[src/i2crr_pkg.sv]
// ----------------------------------------------------------------------------
// i2crr_pkg
// Types, register indexes and reset values shared by the I2C register-read
// master and its checker.
// ----------------------------------------------------------------------------
`default_nettype none

package i2crr_pkg;

  // configuration port
  localparam int unsigned CFG_IDX_W = 2;
  localparam int unsigned CFG_DATA_W = 8;

  localparam logic [CFG_IDX_W-1:0] REG_DEV_ADDR    = 2'd0;
  localparam logic [CFG_IDX_W-1:0] REG_HALF_PERIOD = 2'd1;

  localparam logic [6:0] DEV_ADDR_RST    = 7'd56;
  localparam logic [7:0] HALF_PERIOD_RST = 8'd5;

  localparam logic KIND_TICK  = 1'b0;
  localparam logic KIND_START = 1'b1;

  // which written byte is on the bus
  localparam logic [1:0] SLOT_WR_ADDR = 2'd0;
  localparam logic [1:0] SLOT_REG     = 2'd1;
  localparam logic [1:0] SLOT_RD_ADDR = 2'd2;

  localparam logic [3:0] BITS_PER_BYTE = 4'd8;

  typedef struct packed {
    logic       kind;
    logic [7:0] reg_addr;
    logic [7:0] byte_count;
    logic       sda_in;
  } in_item_t;

  typedef struct packed {
    logic       scl_level;
    logic       sda_level;
    logic       sda_drive;
    logic [7:0] read_byte;
    logic       byte_valid;
    logic       last_byte;
    logic       busy_res;
    logic       transfer_done;
  } out_item_t;

  typedef struct packed {
    logic [6:0] dev_addr;
    logic [7:0] half_ticks;
  } cfg_t;

  typedef enum logic [21:0] {
    PH_IDLE       = 22'h000001,
    PH_PRE        = 22'h000002,
    PH_START      = 22'h000004,
    PH_START_LOW  = 22'h000008,
    PH_WBIT_SETUP = 22'h000010,
    PH_WBIT_HIGH  = 22'h000020,
    PH_WBIT_LOW   = 22'h000040,
    PH_WACK_REL   = 22'h000080,
    PH_WACK_HIGH  = 22'h000100,
    PH_RS_SDAH    = 22'h000200,
    PH_RS_SCLH    = 22'h000400,
    PH_RS_SDAL    = 22'h000800,
    PH_RS_SCLL    = 22'h001000,
    PH_RBIT_LOW   = 22'h002000,
    PH_RBIT_HIGH  = 22'h004000,
    PH_ACK_LOW    = 22'h008000,
    PH_ACK_HIGH   = 22'h010000,
    PH_NACK_LOW   = 22'h020000,
    PH_NACK_HIGH  = 22'h040000,
    PH_NACK_END   = 22'h080000,
    PH_STOP_SETUP = 22'h100000,
    PH_STOP_HIGH  = 22'h200000
  } phase_t;

endpackage

`default_nettype wire

[src/i2crr_cfg.sv]
// ----------------------------------------------------------------------------
// i2crr_cfg
// Configuration registers: slave address and SCL half period.
// ----------------------------------------------------------------------------
`default_nettype none

module i2crr_cfg (
  input  wire logic                             clk,
  input  wire logic                             rst_n,
  input  wire logic                             wr_en,
  input  wire logic [i2crr_pkg::CFG_IDX_W-1:0]  wr_index,
  input  wire logic [i2crr_pkg::CFG_DATA_W-1:0] wr_data,
  output      i2crr_pkg::cfg_t                  cfg
);
  import i2crr_pkg::*;

  logic [6:0] dev_addr_r;
  logic [7:0] half_ticks_r;

  always_ff @(posedge clk) begin
    if (!rst_n) begin
      dev_addr_r   <= DEV_ADDR_RST;
      half_ticks_r <= HALF_PERIOD_RST;
    end else if (wr_en) begin
      case (wr_index)
        REG_DEV_ADDR:    dev_addr_r   <= wr_data[6:0];
        REG_HALF_PERIOD: half_ticks_r <= wr_data;
        default: ; // unmapped index, write dropped
      endcase
    end
  end

  assign cfg.dev_addr   = dev_addr_r;
  assign cfg.half_ticks = half_ticks_r;

endmodule

`default_nettype wire

[src/i2crr_seq.sv]
// ----------------------------------------------------------------------------
// i2crr_seq
// Bus phase sequencer: state registers plus the one-beat next-state and
// result logic.
// ----------------------------------------------------------------------------
`default_nettype none

module i2crr_seq (
  input  wire logic                 clk,
  input  wire logic                 rst_n,
  input  wire logic                 step_en,
  input  wire i2crr_pkg::in_item_t  item,
  input  wire i2crr_pkg::cfg_t      cfg,
  output      i2crr_pkg::out_item_t result
);
  import i2crr_pkg::*;

  phase_t     phase_r,   phase_nxt;
  logic [3:0] bit_r,     bit_nxt;
  logic [7:0] left_r,    left_nxt;
  logic [7:0] shift_r,   shift_nxt;
  logic [7:0] tick_r,    tick_nxt;
  logic [7:0] held_r,    held_nxt;
  logic       scl_r,     scl_nxt;
  logic       sda_r,     sda_nxt;
  logic       drv_r,     drv_nxt;
  logic [1:0] slot_r,    slot_nxt;

  logic       valid;
  logic       last;
  logic       done;
  logic [7:0] byte_out;
  logic [7:0] wr_addr;
  logic [7:0] rd_addr;
  logic [3:0] bit_inc;
  logic [7:0] shift_up;

  assign wr_addr  = {cfg.dev_addr, 1'b0};
  assign rd_addr  = {cfg.dev_addr, 1'b1};
  assign bit_inc  = bit_r + 4'd1;
  assign shift_up = {shift_r[6:0], 1'b0};

  always_comb begin
    phase_nxt = phase_r;
    bit_nxt   = bit_r;
    left_nxt  = left_r;
    shift_nxt = shift_r;
    tick_nxt  = tick_r;
    held_nxt  = held_r;
    scl_nxt   = scl_r;
    sda_nxt   = sda_r;
    drv_nxt   = drv_r;
    slot_nxt  = slot_r;
    valid     = 1'b0;
    last      = 1'b0;
    done      = 1'b0;
    byte_out  = 8'd0;

    if (item.kind == KIND_START) begin
      // a start while busy is dropped
      if (phase_r == PH_IDLE) begin
        held_nxt  = item.reg_addr;
        left_nxt  = item.byte_count;
        scl_nxt   = 1'b1;
        sda_nxt   = 1'b1;
        drv_nxt   = 1'b1;
        phase_nxt = PH_PRE;
        tick_nxt  = cfg.half_ticks;
      end
    end else if (phase_r != PH_IDLE) begin
      if (tick_r > 8'd1) begin
        tick_nxt = tick_r - 8'd1;
      end else begin
        tick_nxt = cfg.half_ticks;
        case (phase_r)
          PH_PRE: begin
            sda_nxt   = 1'b0;
            phase_nxt = PH_START;
          end
          PH_START: begin
            scl_nxt   = 1'b0;
            phase_nxt = PH_START_LOW;
          end
          PH_START_LOW: begin
            shift_nxt = wr_addr;
            bit_nxt   = 4'd0;
            slot_nxt  = SLOT_WR_ADDR;
            scl_nxt   = 1'b0;
            drv_nxt   = 1'b1;
            sda_nxt   = wr_addr[7];
            phase_nxt = PH_WBIT_SETUP;
          end
          PH_WBIT_SETUP: begin
            scl_nxt   = 1'b1;
            phase_nxt = PH_WBIT_HIGH;
          end
          PH_WBIT_HIGH: begin
            scl_nxt   = 1'b0;
            phase_nxt = PH_WBIT_LOW;
          end
          PH_WBIT_LOW: begin
            bit_nxt   = bit_inc;
            shift_nxt = shift_up;
            if (bit_inc < BITS_PER_BYTE) begin
              sda_nxt   = shift_up[7];
              phase_nxt = PH_WBIT_SETUP;
            end else begin
              drv_nxt   = 1'b0;
              phase_nxt = PH_WACK_REL;
            end
          end
          PH_WACK_REL: begin
            scl_nxt   = 1'b1;
            phase_nxt = PH_WACK_HIGH;
          end
          PH_WACK_HIGH: begin
            // slave acknowledge is not examined
            scl_nxt = 1'b0;
            drv_nxt = 1'b1;
            if (slot_r == SLOT_WR_ADDR) begin
              shift_nxt = held_r;
              bit_nxt   = 4'd0;
              slot_nxt  = SLOT_REG;
              sda_nxt   = held_r[7];
              phase_nxt = PH_WBIT_SETUP;
            end else if (slot_r == SLOT_REG) begin
              sda_nxt   = 1'b1;
              phase_nxt = PH_RS_SDAH;
            end else if (left_r != 8'd0) begin
              drv_nxt   = 1'b0;
              shift_nxt = 8'd0;
              bit_nxt   = 4'd0;
              phase_nxt = PH_RBIT_LOW;
            end else begin
              sda_nxt   = 1'b1;
              phase_nxt = PH_NACK_LOW;
            end
          end
          PH_RS_SDAH: begin
            scl_nxt   = 1'b1;
            phase_nxt = PH_RS_SCLH;
          end
          PH_RS_SCLH: begin
            sda_nxt   = 1'b0;
            phase_nxt = PH_RS_SDAL;
          end
          PH_RS_SDAL: begin
            scl_nxt   = 1'b0;
            phase_nxt = PH_RS_SCLL;
          end
          PH_RS_SCLL: begin
            shift_nxt = rd_addr;
            bit_nxt   = 4'd0;
            slot_nxt  = SLOT_RD_ADDR;
            scl_nxt   = 1'b0;
            drv_nxt   = 1'b1;
            sda_nxt   = rd_addr[7];
            phase_nxt = PH_WBIT_SETUP;
          end
          PH_RBIT_LOW: begin
            // sample on the rising SCL edge
            scl_nxt   = 1'b1;
            shift_nxt = {shift_r[6:0], item.sda_in};
            phase_nxt = PH_RBIT_HIGH;
          end
          PH_RBIT_HIGH: begin
            scl_nxt = 1'b0;
            bit_nxt = bit_inc;
            if (bit_inc < BITS_PER_BYTE) begin
              phase_nxt = PH_RBIT_LOW;
            end else begin
              valid    = 1'b1;
              byte_out = shift_r;
              last     = (left_r == 8'd1);
              left_nxt = left_r - 8'd1;
              drv_nxt  = 1'b1;
              if (left_r != 8'd1) begin
                sda_nxt   = 1'b0;
                phase_nxt = PH_ACK_LOW;
              end else begin
                sda_nxt   = 1'b1;
                phase_nxt = PH_NACK_LOW;
              end
            end
          end
          PH_ACK_LOW: begin
            scl_nxt   = 1'b1;
            phase_nxt = PH_ACK_HIGH;
          end
          PH_ACK_HIGH: begin
            scl_nxt   = 1'b0;
            drv_nxt   = 1'b0;
            shift_nxt = 8'd0;
            bit_nxt   = 4'd0;
            phase_nxt = PH_RBIT_LOW;
          end
          PH_NACK_LOW: begin
            scl_nxt   = 1'b1;
            phase_nxt = PH_NACK_HIGH;
          end
          PH_NACK_HIGH: begin
            scl_nxt   = 1'b0;
            phase_nxt = PH_NACK_END;
          end
          PH_NACK_END: begin
            sda_nxt   = 1'b0;
            phase_nxt = PH_STOP_SETUP;
          end
          PH_STOP_SETUP: begin
            scl_nxt   = 1'b1;
            phase_nxt = PH_STOP_HIGH;
          end
          PH_STOP_HIGH: begin
            sda_nxt   = 1'b1;
            done      = 1'b1;
            phase_nxt = PH_IDLE;
            tick_nxt  = 8'd0;
          end
          default: begin
            phase_nxt = PH_IDLE;
            tick_nxt  = 8'd0;
          end
        endcase
      end
    end
  end

  always_ff @(posedge clk) begin
    if (!rst_n) begin
      phase_r <= PH_IDLE;
      bit_r   <= 4'd0;
      left_r  <= 8'd0;
      shift_r <= 8'd0;
      tick_r  <= 8'd0;
      held_r  <= 8'd0;
      scl_r   <= 1'b1;
      sda_r   <= 1'b1;
      drv_r   <= 1'b0;
      slot_r  <= SLOT_WR_ADDR;
    end else if (step_en) begin
      phase_r <= phase_nxt;
      bit_r   <= bit_nxt;
      left_r  <= left_nxt;
      shift_r <= shift_nxt;
      tick_r  <= tick_nxt;
      held_r  <= held_nxt;
      scl_r   <= scl_nxt;
      sda_r   <= sda_nxt;
      drv_r   <= drv_nxt;
      slot_r  <= slot_nxt;
    end
  end

  assign result.scl_level     = scl_nxt;
  assign result.sda_level     = sda_nxt;
  assign result.sda_drive     = drv_nxt;
  assign result.read_byte     = byte_out;
  assign result.byte_valid    = valid;
  assign result.last_byte     = last;
  assign result.busy_res      = (phase_nxt != PH_IDLE);
  assign result.transfer_done = done;

endmodule

`default_nettype wire

[src/i2c_register_read_master.sv]
// ----------------------------------------------------------------------------
// i2c_register_read_master
// Tick-driven I2C master that performs one register read per start command.
// ----------------------------------------------------------------------------
// Each input beat is either a time tick or a start command, and each input
// beat produces exactly one result beat carrying the SCL/SDA levels and
// drive enable after that beat, plus any byte completed on it. The block
// takes one beat per clock: the sequencer state and the result register
// both load in the cycle a beat is accepted, so the sole limit on rate is
// the output register, which is refilled in the same cycle it is drained.
// A transfer is start, write address, register byte, repeated start, read
// address, byte_count read bytes (ACK on all but the last), NACK and stop;
// every level change is held for half_period_ticks ticks. The slave's ACK
// to written bytes is clocked but not checked. Read bits are sampled from
// sda_in on the tick SCL rises. A start arriving while busy is dropped.
// Configuration writes are always accepted and take effect at the next use.
`default_nettype none

module i2c_register_read_master (
  input  wire logic                             clk,
  input  wire logic                             rst_n,
  // input beats
  input  wire logic                             in_valid,
  output      logic                             in_ready,
  input  wire i2crr_pkg::in_item_t              in_data,
  // result beats
  output      logic                             out_valid,
  input  wire logic                             out_ready,
  output      i2crr_pkg::out_item_t             out_data,
  // configuration writes
  input  wire logic                             cfg_valid,
  output      logic                             cfg_ready,
  input  wire logic [i2crr_pkg::CFG_IDX_W-1:0]  cfg_index,
  input  wire logic [i2crr_pkg::CFG_DATA_W-1:0] cfg_data
);
  import i2crr_pkg::*;

  cfg_t      cfg;
  out_item_t result;
  logic      step_en;

  logic      out_valid_r;
  out_item_t out_data_r;

  assign cfg_ready = 1'b1;

  // accept whenever the result register is empty or being drained
  assign in_ready = !out_valid_r || out_ready;
  assign step_en  = in_valid && in_ready;

  i2crr_cfg u_cfg (
    .clk      (clk),
    .rst_n    (rst_n),
    .wr_en    (cfg_valid),
    .wr_index (cfg_index),
    .wr_data  (cfg_data),
    .cfg      (cfg)
  );

  i2crr_seq u_seq (
    .clk     (clk),
    .rst_n   (rst_n),
    .step_en (step_en),
    .item    (in_data),
    .cfg     (cfg),
    .result  (result)
  );

  // result register
  always_ff @(posedge clk) begin
    if (!rst_n) begin
      out_valid_r <= 1'b0;
    end else if (step_en) begin
      out_valid_r <= 1'b1;
    end else if (out_ready) begin
      out_valid_r <= 1'b0;
    end
  end

  always_ff @(posedge clk) begin
    if (step_en) begin
      out_data_r <= result;
    end
  end

  assign out_valid = out_valid_r;
  assign out_data  = out_data_r;

endmodule

`default_nettype wire

[config.mk]
export PLATFORM = sky130hd
export DESIGN_NAME = i2c_register_read_master
export DESIGN_NICKNAME = d
export VERILOG_FILES = /design/src/i2crr_pkg.sv /design/src/i2crr_cfg.sv /design/src/i2crr_seq.sv /design/src/i2c_register_read_master.sv
export SDC_FILE = /design/constraint.sdc
export NUM_CORES = 1
export LEC_CHECK = 0
export BUFFER_PORTS_ARGS = -buffer_cell sky130_fd_sc_hd__buf_4
export CAP_MARGIN = 10
export CORE_MARGIN = 2
export CORE_UTILIZATION = 54
export CTS_CLUSTER_DIAMETER = 50
export CTS_CLUSTER_SIZE = 28
export DETAILED_ROUTE_END_ITERATION = 12
export GPL_TIMING_DRIVEN = 0
export PLACE_DENSITY = 0.8
export SLEW_MARGIN = 20
export SYNTH_ARGS = -nofsm -noshare
export SYNTH_HDL_FRONTEND = slang
export SYNTH_SLANG_ARGS = --single-unit
[constraint.sdc]
create_clock -name clk -period 2.5 [get_ports clk]
set_input_delay 0.625 -clock clk [delete_from_list [all_inputs] [get_ports clk]]
set_output_delay 0.625 -clock clk [all_outputs]
set_load 0.01 [all_outputs]
# Word level (Yosys, flattened, before mapping)
# Index checks and enable logic that the tools add are counted.
# word_totals
regBits	94
in_bits	33
output_inout_bits	18
word_cells	156
# op_classes
addsub	3
n_lt_le_gt_ge	2
eq_ne	34
n_mux	62
n_bitwise	4
n_reduce_logical	30
# op_table
operator	n
22-bit case mux with 19 select lines	1
22-bit 2-to-1 mux	7
8-bit 2-to-1 mux	15
8-bit case mux with 6 select lines	1
22-bit by 1-bit inequality test with 1-bit output (second input constant)	2
18-bit 2-to-1 mux	2
1-bit 2-to-1 mux	27
22-bit by 1-bit equality test with 1-bit output (second input constant)	1
22-bit by 10-bit equality test with 1-bit output (second input constant)	1
22-bit by 11-bit equality test with 1-bit output (second input constant)	1
22-bit by 12-bit equality test with 1-bit output (second input constant)	1
22-bit by 13-bit equality test with 1-bit output (second input constant)	1
22-bit by 14-bit equality test with 1-bit output (second input constant)	1
22-bit by 15-bit equality test with 1-bit output (second input constant)	1
22-bit by 16-bit equality test with 1-bit output (second input constant)	1
22-bit by 17-bit equality test with 1-bit output (second input constant)	1
22-bit by 18-bit equality test with 1-bit output (second input constant)	1
22-bit by 19-bit equality test with 1-bit output (second input constant)	1
22-bit by 2-bit equality test with 1-bit output (second input constant)	1
22-bit by 20-bit equality test with 1-bit output (second input constant)	1
22-bit by 21-bit equality test with 1-bit output (second input constant)	1
22-bit equality test (second input constant)	1
22-bit by 3-bit equality test with 1-bit output (second input constant)	1
22-bit by 4-bit equality test with 1-bit output (second input constant)	1
43 further kinds	63

# Depth between registers and ports, before layout
# depth
depth_word	9
ltp_mapped	13
depth_no_buf	10

# Hierarchy
# A second synthesis with hierarchy kept.
# unflattened
hier_cells	678
hier_area_um2	5645.4
# by_module_without_submodules
module	instances	cells_each	area_each_um2	seq_area_each_um2
i2crr_seq	1	593	4500.6	1261.2
i2crr_cfg	1	63	625.6	300.3
i2c_register_read_master	1	22	519.2	470.5

# Worst setup path before layout
# No wires, ideal clock.
# synth_path
kind	in2reg
start	in out_ready
end	reg u_seq.tick_r[0]
t_arrival_ns	2.565
path_slack_ns	-0.180
path_stages	9
path_buffers	1
path_cell_list	nand2b_1 > nand2_1 > inv_1 > clkbuf_1 > nand2_1 > nor2_1 > o21ai_0 > o21ai_0 > nor2_1
# synth_between
elab_chain_len	3
# synth_rtl
element	line_no	text
start: declaration	i2c_register_read_master.sv:28	input wire logic out_ready,
1-bit logical OR	i2c_register_read_master.sv:48	assign in_ready = !out_valid_r || out_ready;
1-bit logical AND	i2c_register_read_master.sv:49	assign step_en = in_valid && in_ready;
named net step_en	i2c_register_read_master.sv:40	logic step_en;
3-bit AND reduction (no line)	n/a	
end signal: assignment	i2crr_seq.sv:245	tick_r <= tick_nxt;
end: declaration	i2crr_seq.sv:22	logic [7:0] tick_r, tick_nxt;
# The timed path passes the listed nets, and every way through them passes these cells.
# A chain may end at the register's enable or synchronous reset.

# Worst setup path after layout
# layout_path
start	reg u_seq.tick_r[3]
end	reg u_seq.left_r[0]
# layout_between
elab_chain_len	3
# layout_rtl
element	line_no	text
8-bit by 1-bit greater-than comparator with 1-bit output	i2crr_seq.sv:71	if (tick_r > 8'd1) begin
2-bit inequality test (no line)	n/a	
6-bit AND reduction (no line)	n/a	
end signal: assignment	i2crr_seq.sv:243	left_r <= left_nxt;
end: declaration	i2crr_seq.sv:20	logic [7:0] left_r, left_nxt;
# No other way between the ends.

==> flow_metrics.env <==
export IMPL_status="finished with violations"
export IMPL_violations="setup timing"
export IMPL_die_area_sq_um=11000
export IMPL_tightest_slew_ns=0.724
export IMPL_post_place_ws_ns=-0.700
export IMPL_syn2layout_area_growth_pct=31.5
export IMPL_antenna_cells=0
export IMPL_finish_net_count=818
export IMPL_placed_area_sq_um=6000
export IMPL_r2r_setup_slack_ns=-0.14
export IMPL_p_leak_nw=2.78
export IMPL_final_cells=916
export IMPL_synthTopCellsByCount="81 x nand2_1, 79 x dfxtp_1, 71 x nor2_1"
export IMPL_globalRouteOverflowTotal=0
export IMPL_dieWidth_microns=105
export IMPL_holdPathStages=2
export IMPL_yosysUniqueCellTypes=74
export IMPL_path_clk_slew_ns=0.10
export IMPL_insertion_delay_ns=0.36
export IMPL_finalClockSkew_ns=0.0134
export IMPL_min_to="u_seq.held_r[0]"
export IMPL_grt_max_degree=25
export IMPL_cap_violations=0
export IMPL_whs_ns=0.460
export IMPL_critPathMaxStageDelay_ns=0.53
export IMPL_core_region_area_sq_um=9820
export IMPL_crit_fanout=8
export IMPL_ctsHoldBuffers=0
export IMPL_path_class="reg -> reg"
export IMPL_hold_start="u_seq.held_r[0]"
export IMPL_placedCellCount=853
export IMPL_synth_seq_cells=94
export IMPL_cp_num_buf_inv=2
export IMPL_required_ns=2.73
export IMPL_grt_pass1_vias=5400
export IMPL_p_per_area_nw_per_um2=547
export IMPL_num_io_pins=51
export IMPL_ant_nets=0
export IMPL_cp_end_kind="flip-flop"
export IMPL_yosys_area_top_type="dfxtp_1"
export IMPL_path_cells="or4_4, buf_6, or4_4, nor4_4, o21ai_4, buf_6, a211oi_2, nor2_1"
export IMPL_rows=36
export IMPL_layout_setup_ws_ns=-0.143
export IMPL_dp_hpwl_microns=12200
export IMPL_startpoint_type="flip-flop"
export IMPL_cts_tree="yes"
export IMPL_cts_root_buf="clkbuf_8"
export IMPL_drc=0
export IMPL_final_setup_viol_count=12
export IMPL_grt_first_pass_wirelength_microns=28300
export IMPL_synth_edff_count=15
export IMPL_grt_setup_unrepaired="yes"
export IMPL_drtPass1Iterations=5
export IMPL_min_path_type="reg -> reg"
export IMPL_die_height_microns=105
export IMPL_syn_inst=672
export IMPL_synthTopCellsByArea="dfxtp_1 29%, edfxtp_1 8.2%, nand2_1 5.6%, nor2_1 4.9%, a21oi_1 4.3%"
export IMPL_synth_nets=712
export IMPL_period_needed_ns=2.64
export IMPL_viasPerCell=6.31
export IMPL_cts_num_sinks=94
export IMPL_io_buffer_count=48
export IMPL_grt_usage=0.322
export IMPL_wl_microns=18200
export IMPL_htree_levels=3
export IMPL_critPathTopFamily="simple AND/OR/NAND/NOR gates"
export IMPL_post_route_util=0.733
export IMPL_slew_headroom=0.517
export IMPL_design_area_sq_um=7200
export IMPL_antenna_found_initial=0
export IMPL_ys_seq_area_frac=0.371
export IMPL_period_share=1.06
export IMPL_place_gp_congestion=1.01
export IMPL_fmax_mhz=378
export IMPL_yosysMostFrequentCell="nand2_1"
export IMPL_cts_buffers=9
export IMPL_report_final_slew_viol_count=0
export IMPL_wl_per_cell_microns=19.9
export IMPL_async_flop_share=0
export IMPL_layout_drive_gt1_share=0.310
export IMPL_synth_warnings=0
export IMPL_vias=5781
export IMPL_synth_top_area_share=0.289
export IMPL_rr_worst_depth=8
export IMPL_initial_core_util=0.558
export IMPL_crit_slowest_cell="or4_4"
export IMPL_initialDrtViolationCount=671
export IMPL_ir_drop_mv=0.363
export IMPL_netlist_area_sq_um=5480
export IMPL_crit_arrival_ns=2.87
export IMPL_r2r_end="u_seq.left_r[0]"
export IMPL_clk_path_buf_depth=2
export IMPL_hold_viol_final=0
export IMPL_syn_mean_instance_area_sq_um=8.15
export IMPL_rr_startpoint="u_seq.tick_r[3]"
export IMPL_synth_flop_cell="dfxtp_1"
-- final cells by class --
class / count / area, sq um
clock buffers: 9 / 124
inverters: 17 / 67.6
clock inverters: 7 / 53.8
plain buffers: 31 / 208
repair buffers: 104 / 841
well taps: 133 / 166
flip-flops and latches: 94 / 2080
multi-input cells: 521 / 3660
fillers: 745 / 2620
-- what timing repair did --
item / in CTS / in global routing
setup buffers: 32 / 23
setup endpoints to repair: 73 / 55
gates cloned: 1 / 0
pin swaps: 19 / 17
resized for setup: 87 / 65
-- cells by family after synthesis --
group | count (synthesis) | synth area share
simple gates | 337 | 0.341
compound gates | 151 | 0.179
flops | 94 | 0.371
buf+inv | 57 | 0.0482
mux | 17 | 0.0311
xor+xnor | 8 | 0.0128
fa+ha+maj | 7 | 0.0160
other cells | 1 | 0.000685
-- where the power goes --
group	leakage (nW)	switching [mW]	internal, mW
sequential	0.794	0.0757	1.61
combinational	1.90	0.728	0.563
clock	0.0900	0.591	0.375
total	2.78	1.39	2.54
-- worst max-delay path by stage --
stage | startpoint | end | slack (ns) | cells past startpoint
final | u_seq.tick_r[3] | u_seq.left_r[0] | -0.14 | 8
after global routing | u_seq.tick_r[3] | u_seq.left_r[0] | -0.22 | 8
after CTS | u_seq.tick_r[3] | u_seq.left_r[0] | -0.09 | 8
after detailed placement | u_seq.phase_r[2] | u_seq.shift_r[5] | -0.70 | 11
after global placement | u_seq.phase_r[2] | u_seq.shift_r[5] | -0.67 | 11
after floorplan | u_seq.phase_r[2] | u_seq.tick_r[0] | -0.02 | 11
-- placed cells by master (no fill, tap or decap), drive strengths merged, types with 4 or more instances in the layout --
cell type	n
nor4b	6
nand2	82
o22ai	5
ha	7
o21ai	41
nor4	16
buf	117
o21a	4
edfxtp	15
nand2b	8
a31oi	10
nand3	25
or3	12
inv	20
clkbuf	27
nor3	37
or2	7
or4	4
nor2b	8
mux2i	17
xnor2	5
nand3b	4
a311oi	5
a21oi	47
nor3b	6
a211oi	7
dfxtp	79
nand4	25
a22oi	5
nor2	71
o211a	7
and2	13
-- metal layers --
layer / wire, microns / track usage / up-vias
met5: 0 / 0 / -
met4: 648 / 0.130 / 0
met3: 1660 / 0.0611 / 53
met2: 8360 / 0.507 / 350
met1: 7570 / 0.436 / 2694
li1: - / - / 2684
-- worst min-delay path, cell delays in order (launching register included) --
cell and delay [ns]:
dfxtp_1 0.32, nand2_1 0.05, a21oi_1 0.05
-- per-stage QoR --
stage	power, mW	setup TNS (ns)
global placement	2.64	-24.68
CTS	3.77	-0.445
detailed placement	2.67	-25.82
floorplan	2.38	-0.0222
finish	3.94	-0.872
global route	4.10	-2.64
-- registers in the layout, indices dropped and copies added (netlist names) --
signal              cells
out_data               15
out_valid               1
u_cfg.dev_addr_r        7
u_cfg.half_ticks_r      8
u_seq.bit_r             4
u_seq.drv_r             1
u_seq.held_r            8
u_seq.left_r            8
u_seq.phase_r          22
u_seq.scl_r             1
u_seq.sda_r             1
u_seq.shift_r           8
u_seq.slot_r            2
u_seq.tick_r            8
(Power assumes the default switching activity.)
